### src/hdl/periodic_budget_enforcer_macros.svh
// assertion macros for the periodic budget enforcer
// no dependencies; included by the top level only
`ifndef PERIODIC_BUDGET_ENFORCER_MACROS_SVH
`define PERIODIC_BUDGET_ENFORCER_MACROS_SVH
`ifndef ASSERT_OFF
`define PBE_ASSERT_IMPL(label, clk, rst, ante, cons) \
   label: assert property (@(posedge clk) disable iff (rst) (ante) |-> (cons)) \
      else $error("implication failed");
`define PBE_ASSERT_NEXT(label, clk, rst, ante, cons) \
   label: assert property (@(posedge clk) disable iff (rst) (ante) |=> (cons)) \
      else $error("next-cycle check failed");
`else
`define PBE_ASSERT_IMPL(label, clk, rst, ante, cons)
`define PBE_ASSERT_NEXT(label, clk, rst, ante, cons)
`endif
`endif

### src/hdl/pbe_pkg.sv
// shared types and constants for the periodic budget enforcer
// no dependencies
package pbe_pkg;
   localparam int TIME_BITS = 64;
   localparam int CNT_BITS = $clog2(TIME_BITS);
   localparam int CSR_IDX_BITS = 1;
   localparam logic [TIME_BITS-1:0] BUDGET_RESET = TIME_BITS'(10000);
   localparam logic [TIME_BITS-1:0] PERIOD_RESET = TIME_BITS'(10000);
   localparam logic [CSR_IDX_BITS-1:0] CSR_BUDGET = 1'b0;
   localparam logic [CSR_IDX_BITS-1:0] CSR_PERIOD = 1'b1;

   typedef enum logic [2:0] {
      OP_CHECK = 3'd0,
      OP_ACTIVATE = 3'd1,
      OP_DEACTIVATE = 3'd2,
      OP_START = 3'd3,
      OP_STOP = 3'd4
   } op_type;

   typedef enum logic [3:0] {
      S_IDLE,
      S_EVAL,
      S_SCHED,
      S_DIV,
      S_STEP,
      S_ADVANCE,
      S_REARM,
      S_OUT
   } state_type;

   function automatic logic [TIME_BITS-1:0] sat_add(input logic [TIME_BITS-1:0] a,
                                                    input logic [TIME_BITS-1:0] b);
      logic [TIME_BITS:0] s;
      s = {1'b0, a} + {1'b0, b};
      return s[TIME_BITS] ? '1 : s[TIME_BITS-1:0];
   endfunction
endpackage

### src/hdl/periodic_budget_enforcer.sv
// periodic budget enforcer top level: event sequencer and bit-serial divider
// depends on pbe_pkg and periodic_budget_enforcer_macros.svh
//
// usage:
//   req channel carries one event (req_op, req_now); rsp channel returns one
//   result per event with the state after it. csr_we writes budget (index 0)
//   or period (index 1) from csr_data; write only while idle.
//   activate, deactivate, stop and time checks without replenishment pass
//   from evaluation straight to output. start, and a time check whose
//   replenishment fires, go through scheduling, rearm and output, with
//   division, step and advance before rearm when catch-up is needed: the
//   remainder of the catch-up division is found one bit per cycle by a
//   shared restoring subtractor.
//   one event is in flight at a time; req_stall is high from transfer until
//   the result is loaded into the output register.
//   the output register holds a result while rsp_stall is high; a new event
//   can be taken meanwhile and its result waits until the register frees.
//   synchronous reset restores budget and period to 10000, stored budget to
//   10000, may_run to one, and disarms deadline and replenishment.
`include "periodic_budget_enforcer_macros.svh"
module periodic_budget_enforcer import pbe_pkg::*; (
   input  logic                    clock,
   input  logic                    reset,
   input  logic                    req_valid,
   output logic                    req_stall,
   input  logic [2:0]              req_op,
   input  logic [TIME_BITS-1:0]    req_now,
   output logic                    rsp_valid,
   input  logic                    rsp_stall,
   output logic                    rsp_may_run,
   output logic [TIME_BITS-1:0]    rsp_remaining_budget,
   output logic [TIME_BITS-1:0]    rsp_next_replenish,
   output logic [TIME_BITS-1:0]    rsp_deadline,
   output logic                    rsp_reschedule,
   output logic                    rsp_wake_blocked,
   input  logic                    csr_we,
   input  logic [CSR_IDX_BITS-1:0] csr_index,
   input  logic [TIME_BITS-1:0]    csr_data
);
   state_type state_ff, state_in;
   logic [2:0] op_ff, op_in;
   logic [TIME_BITS-1:0] now_ff, now_in;
   logic [TIME_BITS-1:0] budget_ff, period_ff, p_eff;
   logic [TIME_BITS-1:0] left_ff, left_in, rt_ff, rt_in, exh_ff, exh_in;
   logic run_ff, run_in, exh_armed_ff, exh_armed_in, rep_armed_ff, rep_armed_in;
   logic active_ff, active_in, resched_ff, resched_in, wake_ff, wake_in;
   logic [TIME_BITS-1:0] rem_ff, rem_in, dvd_ff, dvd_in, step_ff, step_in;
   logic [CNT_BITS-1:0] cnt_ff, cnt_in;
   logic rsp_valid_ff, rsp_valid_in;
   logic [TIME_BITS-1:0] rsp_left_ff, rsp_rt_ff, rsp_dl_ff;
   logic rsp_run_ff, rsp_resched_ff, rsp_wake_ff, rsp_load;
   logic [TIME_BITS:0] shifted, trial;

   assign p_eff = (period_ff == '0) ? TIME_BITS'(1) : period_ff;
   assign shifted = {rem_ff, dvd_ff[TIME_BITS-1]};
   assign trial = shifted - {1'b0, p_eff};

   always_ff @(posedge clock) begin
      if (reset) begin
         budget_ff <= BUDGET_RESET;
         period_ff <= PERIOD_RESET;
      end else if (csr_we) begin
         if (csr_index == CSR_BUDGET) budget_ff <= csr_data;
         if (csr_index == CSR_PERIOD) period_ff <= csr_data;
      end
   end

   always_ff @(posedge clock) begin
      if (reset) begin
         state_ff <= S_IDLE;
         left_ff <= BUDGET_RESET;
         rt_ff <= '0;
         exh_ff <= '0;
         run_ff <= 1'b1;
         exh_armed_ff <= 1'b0;
         rep_armed_ff <= 1'b0;
         active_ff <= 1'b0;
         rsp_valid_ff <= 1'b0;
      end else begin
         state_ff <= state_in;
         left_ff <= left_in;
         rt_ff <= rt_in;
         exh_ff <= exh_in;
         run_ff <= run_in;
         exh_armed_ff <= exh_armed_in;
         rep_armed_ff <= rep_armed_in;
         active_ff <= active_in;
         rsp_valid_ff <= rsp_valid_in;
      end
   end

   always_ff @(posedge clock) begin
      op_ff <= op_in;
      now_ff <= now_in;
      resched_ff <= resched_in;
      wake_ff <= wake_in;
      rem_ff <= rem_in;
      dvd_ff <= dvd_in;
      step_ff <= step_in;
      cnt_ff <= cnt_in;
      if (rsp_load) begin
         rsp_run_ff <= run_ff;
         rsp_left_ff <= left_ff;
         rsp_rt_ff <= rt_ff;
         rsp_dl_ff <= exh_armed_ff ? exh_ff : '0;
         rsp_resched_ff <= resched_ff;
         rsp_wake_ff <= wake_ff;
      end
   end

   always_comb begin
      state_in = state_ff;
      op_in = op_ff;
      now_in = now_ff;
      left_in = left_ff;
      rt_in = rt_ff;
      exh_in = exh_ff;
      run_in = run_ff;
      exh_armed_in = exh_armed_ff;
      rep_armed_in = rep_armed_ff;
      active_in = active_ff;
      resched_in = resched_ff;
      wake_in = wake_ff;
      rem_in = rem_ff;
      dvd_in = dvd_ff;
      step_in = step_ff;
      cnt_in = cnt_ff;
      rsp_load = 1'b0;
      rsp_valid_in = rsp_valid_ff & rsp_stall;
      case (state_ff)
         S_IDLE: begin
            if (req_valid) begin
               op_in = req_op;
               now_in = req_now;
               resched_in = 1'b0;
               wake_in = 1'b0;
               state_in = S_EVAL;
            end
         end
         S_EVAL: begin
            state_in = S_OUT;
            case (op_ff)
               OP_CHECK: begin
                  if (exh_armed_ff && now_ff >= exh_ff) begin
                     run_in = 1'b0;
                     exh_armed_in = 1'b0;
                     resched_in = 1'b1;
                  end
                  if (rep_armed_ff && now_ff >= rt_ff) begin
                     left_in = budget_ff;
                     run_in = 1'b1;
                     wake_in = 1'b1;
                     resched_in = 1'b1;
                     state_in = S_SCHED;
                  end
               end
               OP_ACTIVATE: begin
                  active_in = 1'b1;
                  exh_in = sat_add(now_ff, left_ff);
                  exh_armed_in = 1'b1;
               end
               OP_DEACTIVATE, OP_STOP: begin
                  active_in = 1'b0;
                  left_in = (exh_ff > now_ff) ? exh_ff - now_ff : '0;
                  exh_armed_in = 1'b0;
                  if (op_ff == OP_STOP) rep_armed_in = 1'b0;
               end
               OP_START: begin
                  left_in = budget_ff;
                  run_in = 1'b1;
                  state_in = S_SCHED;
               end
               default: begin
                  state_in = S_OUT;
               end
            endcase
         end
         S_SCHED: begin
            rep_armed_in = 1'b1;
            if (now_ff >= rt_ff) begin
               rem_in = '0;
               dvd_in = now_ff - rt_ff;
               cnt_in = '0;
               state_in = S_DIV;
            end else begin
               state_in = S_REARM;
            end
         end
         S_DIV: begin
            rem_in = trial[TIME_BITS] ? shifted[TIME_BITS-1:0] : trial[TIME_BITS-1:0];
            dvd_in = {dvd_ff[TIME_BITS-2:0], 1'b0};
            cnt_in = cnt_ff + 1'b1;
            if (cnt_ff == CNT_BITS'(TIME_BITS - 1)) state_in = S_STEP;
         end
         S_STEP: begin
            // whole periods past now: (now - rt) - remainder + period
            step_in = sat_add((now_ff - rt_ff) - rem_ff, p_eff);
            state_in = S_ADVANCE;
         end
         S_ADVANCE: begin
            rt_in = sat_add(rt_ff, step_ff);
            state_in = S_REARM;
         end
         S_REARM: begin
            if (op_ff == OP_CHECK && active_ff) begin
               exh_in = sat_add(now_ff, left_ff);
               exh_armed_in = 1'b1;
            end
            state_in = S_OUT;
         end
         S_OUT: begin
            if (!rsp_valid_ff || !rsp_stall) begin
               rsp_load = 1'b1;
               rsp_valid_in = 1'b1;
               state_in = S_IDLE;
            end
         end
         default: begin
            state_in = S_IDLE;
         end
      endcase
   end

   assign req_stall = (state_ff != S_IDLE);
   assign rsp_valid = rsp_valid_ff;
   assign rsp_may_run = rsp_run_ff;
   assign rsp_remaining_budget = rsp_left_ff;
   assign rsp_next_replenish = rsp_rt_ff;
   assign rsp_deadline = rsp_dl_ff;
   assign rsp_reschedule = rsp_resched_ff;
   assign rsp_wake_blocked = rsp_wake_ff;

   `PBE_ASSERT_NEXT(a_accept_eval, clock, reset, req_valid && !req_stall, state_ff == S_EVAL)
   `PBE_ASSERT_IMPL(a_wake_runs, clock, reset, rsp_valid && rsp_wake_blocked,
                    rsp_reschedule && rsp_may_run)
   `PBE_ASSERT_NEXT(a_div_leaves, clock, reset,
                    state_ff == S_DIV && cnt_ff == CNT_BITS'(TIME_BITS - 1),
                    state_ff == S_STEP)
endmodule
### config.mk
export PLATFORM = sky130hd
export DESIGN_NAME = periodic_budget_enforcer
export DESIGN_NICKNAME = d
export VERILOG_FILES = /design/src/hdl/pbe_pkg.sv /design/src/hdl/periodic_budget_enforcer.sv
export VERILOG_INCLUDE_DIRS = /design/src /design/src/hdl
export SDC_FILE = /design/constraint.sdc
export NUM_CORES = 2
export LEC_CHECK = 0
export BUFFER_PORTS_ARGS = -buffer_cell sky130_fd_sc_hd__buf_2
export CELL_PAD_IN_SITES_DETAIL_PLACEMENT = 1
export CELL_PAD_IN_SITES_GLOBAL_PLACEMENT = 1
export CORE_AREA = 2 2 480 244
export CTS_CLUSTER_SIZE = 20
export DETAILED_ROUTE_END_ITERATION = 10
export DIE_AREA = 0 0 482 246
export PLACE_DENSITY = 0.87
export REMOVE_ABC_BUFFERS = 1
export SYNTH_ARGS = -nofsm -noshare
export SYNTH_HDL_FRONTEND = slang
export SYNTH_SLANG_ARGS = --single-unit
### constraint.sdc
create_clock -name clock -period 15.6 [get_ports clock]
set_clock_uncertainty 0.05 [all_clocks]
set_input_delay 3.12 -clock clock [delete_from_list [all_inputs] [get_ports clock]]
set_output_delay 3.12 -clock clock [all_outputs]
set_load 0.005 [all_outputs]
# Word level (Yosys, flattened, before mapping)
# Cells that the tools add are included.
# word_totals
output_inout_bits	197
ff_bits	791
inputBits	137
wordCells	141
# classes
reduce_logical	31
n_bitwise	2
eq_ne	27
n_addsub	8
n_lt_le_gt_ge	3
muxes	45
# ops
op	count
2-to-1 mux 64 bit	10
case mux 64 bit (2 select lines)	3
adder 64 x 64 -> 65 bit	3
case mux 64 bit (3 select lines)	1
subtractor 64 bit	3
greater-or-equal comparator 64 bit	2
subtractor 65 x 64 -> 65 bit	1
> comparator 64 bit	1
zero test 64 bit	1
case mux 4 bit (8 select lines)	1
inequality test 2 bit, second input constant	10
== test 4 x 3 -> 1 bit, second input constant	4
2-to-1 mux 1 bit	15
AND reduction 3 bit	5
2-to-1 mux 4 bit	3
case mux 1 bit (2 select lines)	6
case mux 6 bit (2 select lines)	1
AND reduction 4 bit	3
nonzero test 2 bit	6
AND reduction 2 bit	5
inequality test 3 bit, second input constant	3
== test 4 x 2 -> 1 bit, second input constant	2
adder 6 x 1 -> 6 bit, second input constant	1
== test 3 x 2 -> 1 bit, second input constant	2
20 further kinds	24

# Longest topological paths before layout
# logic_depth
word_depth	6
mapped_depth	39
ltp_nobuf	39

# Least setup slack after synthesis
# No wires, ideal clock.
# synth_path
path_kind	input port to flip-flop
from	in rsp_stall
to	reg state_ff[2]
stages	3
n_path_buf	0
t_required_ns	15.417
setup_slack_ns	2.159
arrival_ns	13.258
setup_time_ns	0.133
cell_sequence	a21oi_1 > or2_2 > a31oi_1
# synth_between
elab_chain_cells	4
# synth_lines
element	line	text
from (decl)	periodic_budget_enforcer.sv:29	input logic rsp_stall,
zero test 1 bit	periodic_budget_enforcer.sv:212	if (!rsp_valid_ff || !rsp_stall) begin
logical OR 1 bit	periodic_budget_enforcer.sv:212	
inequality test 2 bit (no line)	--	
AND reduction 3 bit (no line)	--	
to (signal assigned)	periodic_budget_enforcer.sv:80	state_ff <= state_in;
to (decl)	periodic_budget_enforcer.sv:40	state_type state_ff, state_in;
# Every way passes these cells.
# A chain may end at the register's enable or synchronous reset.

# Final worst setup path
# layout_path
from	reg now_ff[0]
to	reg step_ff[4] (data pin)
# layout_between
elab_chain_cells	3
# layout_lines
element	line	text
from (decl)	periodic_budget_enforcer.sv:42	logic [TIME_BITS-1:0] now_ff, now_in;
from (signal assigned)	periodic_budget_enforcer.sv:94	now_ff <= now_in;
subtractor 64 bit (2 in series)	periodic_budget_enforcer.sv:197	step_in = sat_add((now_ff - rt_ff) - rem_ff, p_eff);
adder 64 x 64 -> 65 bit	pbe_pkg.sv:34	s = {1'b0, a} + {1'b0, b};
to (signal assigned)	periodic_budget_enforcer.sv:99	step_ff <= step_in;
to (decl)	periodic_budget_enforcer.sv:47	logic [TIME_BITS-1:0] rem_ff, rem_in, dvd_ff, dvd_in, step_ff, step_in;
# Every way passes these cells.

==> impl_metrics.json <==
{
  "crit_fanout": 63,
  "numCtsBuffers": 74,
  "setup_tns_ps": 0,
  "layout_min_cycle_time_ps": 10730,
  "grt_start_max_net_pins": 135,
  "timing.fmax_mhz": 93.2,
  "worstSetupStartpointType": "flip-flop",
  "io_buffers": 333,
  "synth.largest_area_cell": "edfxtp_1",
  "grtUsageTotal_pct": 35.3,
  "htreeDepth": 3,
  "drc": 0,
  "grt_pass1_wl_um": 321000,
  "post_cts_buffers": 0,
  "p_leak_nw": 24.6,
  "crit_top_cell": "a21oi_1",
  "total_power_w": 0.0147,
  "clock_latency_ps": 710,
  "wl_um": 215000,
  "initial_core_util_pct": 47.6,
  "cts_tree": "built",
  "overflow": 0,
  "ys_seq_elements": 790,
  "rows": 88,
  "hp-class": "flip-flop to flip-flop",
  "reg2reg_slack_ps": 4870,
  "viasPerCell": 6.36,
  "fin_area_mm2": 0.0596,
  "post-route-util_pct": 52.1,
  "multi_input_area_mm2": 0.0312,
  "path_class": "flip-flop to flip-flop",
  "die_y_um": 246,
  "tightest_slew_ps": 1300,
  "rsz0062_at_grt": "no",
  "fill_cells": 13572,
  "synth-main-ff-cell": "edfxtp_1",
  "finalHoldViolations": 0,
  "holdCritStartpoint": "budget_ff[23]",
  "p_per_area_mw_per_mm2": 247,
  "ios": 334,
  "cts-resized-gates": 0,
  "hold_path_depth": 2,
  "final_cell_mix": "886 x nand2_1, 665 x a21oi_1, 462 x edfxtp_1",
  "slowest_stage": "nor4_1",
  "syn_to_final_growth_pct": 9.46,
  "drv_slew": 0,
  "slew_headroom_pct": 13.3,
  "crit_arrival_ps": 11210,
  "worst_r2r_endpoint": "step_ff[4]",
  "vias": 51214,
  "max_stage_delay_ps": 810,
  "wl_per_cell_um": 26.7,
  "ctsHoldBuffers": 0,
  "cp.required_ps": 16080,
  "holdPathEnd": "budget_ff[23]",
  "netlist_instances": 6386,
  "instances_no_fill": 8050,
  "coreArea_mm2": 0.114,
  "post-route-period-util_pct": 68.8,
  "worstReg2RegStart": "now_ff[0]",
  "synth_area_leaders": "edfxtp_1 25%, dfxtp_1 12%, ha_1 10%, a21oi_1 6.1%, nand2_1 6.1%",
  "status": "finished clean",
  "synth_cell_type_count": 93,
  "vdd_drop_max_v": 0.000177,
  "synth_area_mm2": 0.0544,
  "clock_sinks": 790,
  "drive_gt1_share_pct": 8.90,
  "grt_pass1_vias": 50981,
  "yosys_warnings": 0,
  "cts_buffer_depth": 3,
  "post_dp_cell_area_mm2": 0.0570,
  "gp_congestion": 1.02,
  "clk_pin_slew_worst_paths_ps": 70,
  "ys_async_sr_fraction_pct": 0,
  "dpl.hpwl_um": 166000,
  "drtAntennaViolNets": 0,
  "drt_iter0_markers": 5342,
  "synth_top_area_share_pct": 25.5,
  "drtPass1Iterations": 5,
  "yosysSeqAreaShare_pct": 37.6,
  "synth_edf_count": 462,
  "dieWidth_um": 482,
  "antenna_found_initial": 10,
  "seqCellArea_mm2": 0.0204,
  "clockRootBuffer": "clkbuf_16",
  "drv_cap": 0,
  "setup.worst_path.end_class": "flip-flop",
  "avgSynthCellArea_um2": 8.52,
  "final_common_cell": "nand2_1",
  "dieArea_mm2": 0.119,
  "finalSetupViolCount": 0,
  "finalNetCount": 7050,
  "rr_worst_depth": 34,
  "place_inst": 7912
}
cell families (layout without fill, tap and decap cells):
logic type	Yosys count	in the layout	share of synthesized area (%)
compound gates	1907	1907	22.5
xor+xnor	410	410	6.64
simple gates	2048	2048	17.1
fa+ha+maj	455	455	10.6
flops	790	790	37.6
other cells	0	1	0
buf+inv	758	891	5.32
mux	18	18	0.356
where the power goes:
group | leakage, nW | internal (W) | total (W) | switching (W)
Combinational | 16.4 | 0.00331 | 0.00936 | 0.00605
Sequential | 6.92 | 0.00292 | 0.00330 | 0.000388
Clock | 1.25 | 0.00111 | 0.00203 | 0.000923
cell type report:
| cell class | instances | area share, % |
|---|---|---|
| clock inverters | 40 | 0.827 |
| flip-flops and latches | 790 | 34.3 |
| well taps | 1530 | 3.21 |
| inverters | 382 | 2.41 |
| multi-input cells | 4838 | 52.4 |
| diodes | 1 | 0.00420 |
| repair buffers | 372 | 3.33 |
| clock buffers | 97 | 3.51 |
worst max-delay path by stage:
stage,start,end,slack [ps],depth (start not counted)
5_1_grt,now_ff[0],step_ff[4],4560,34
3_5_place_dp,now_ff[0],step_ff[4],5510,34
3_3_place_gp,now_ff[0],step_ff[3],5870,34
6_report,now_ff[0],step_ff[4],4870,34
2_1_floorplan,rsp_stall,state_ff[2],2160,3
4_1_cts,now_ff[0],step_ff[4],5430,34
critical path: cells and delay by family, from the launching register on:
| family | cells | cell delay (ps) |
|---|---|---|
| and+or+nand+nor | 6 | 2220 |
| AOI/OAI and AO/OA | 19 | 5240 |
| DFF | 1 | 390 |
| buffers and inverters | 3 | 620 |
| xor gates and xnor gates | 2 | 420 |
| adders and majority gates | 4 | 1510 |
synthesized netlist by cell type, types with 57 or more instances:
cell,n
nand2_1,888
a21oi_1,667
edfxtp_1,462
nor2_1,451
ha_1,448
inv_1,382
dfxtp_1,328
clkbuf_1,327
a21o_1,286
o21ai_0,270
xnor2_1,254
a211oi_1,184
xor2_1,154
nand3_1,115
nand4_1,112
nor3_1,103
and2_1,94
o21bai_1,90
nor2b_1,58
nand2b_1,57
per-layer routing:
metal | GRT usage [%] | up-vias | wire (um)
met5 | 0 | - | 37
li1 | - | 23006 | -
met3 | 6.98 | 427 | 18700
met2 | 53.1 | 2311 | 92400
met1 | 49.6 | 25464 | 94800
met4 | 14.0 | 6 | 9380
metrics by stage:
stage / hold slack [ps] / worst slack (ps)
after floorplan: 350 / 2160
after global placement: 391 / 5870
after detailed placement: 402 / 5510
after CTS: 412 / 5430
after global routing: 424 / 4560
final: 414 / 4870
Note: power is estimated with default switching activity, not from simulation.
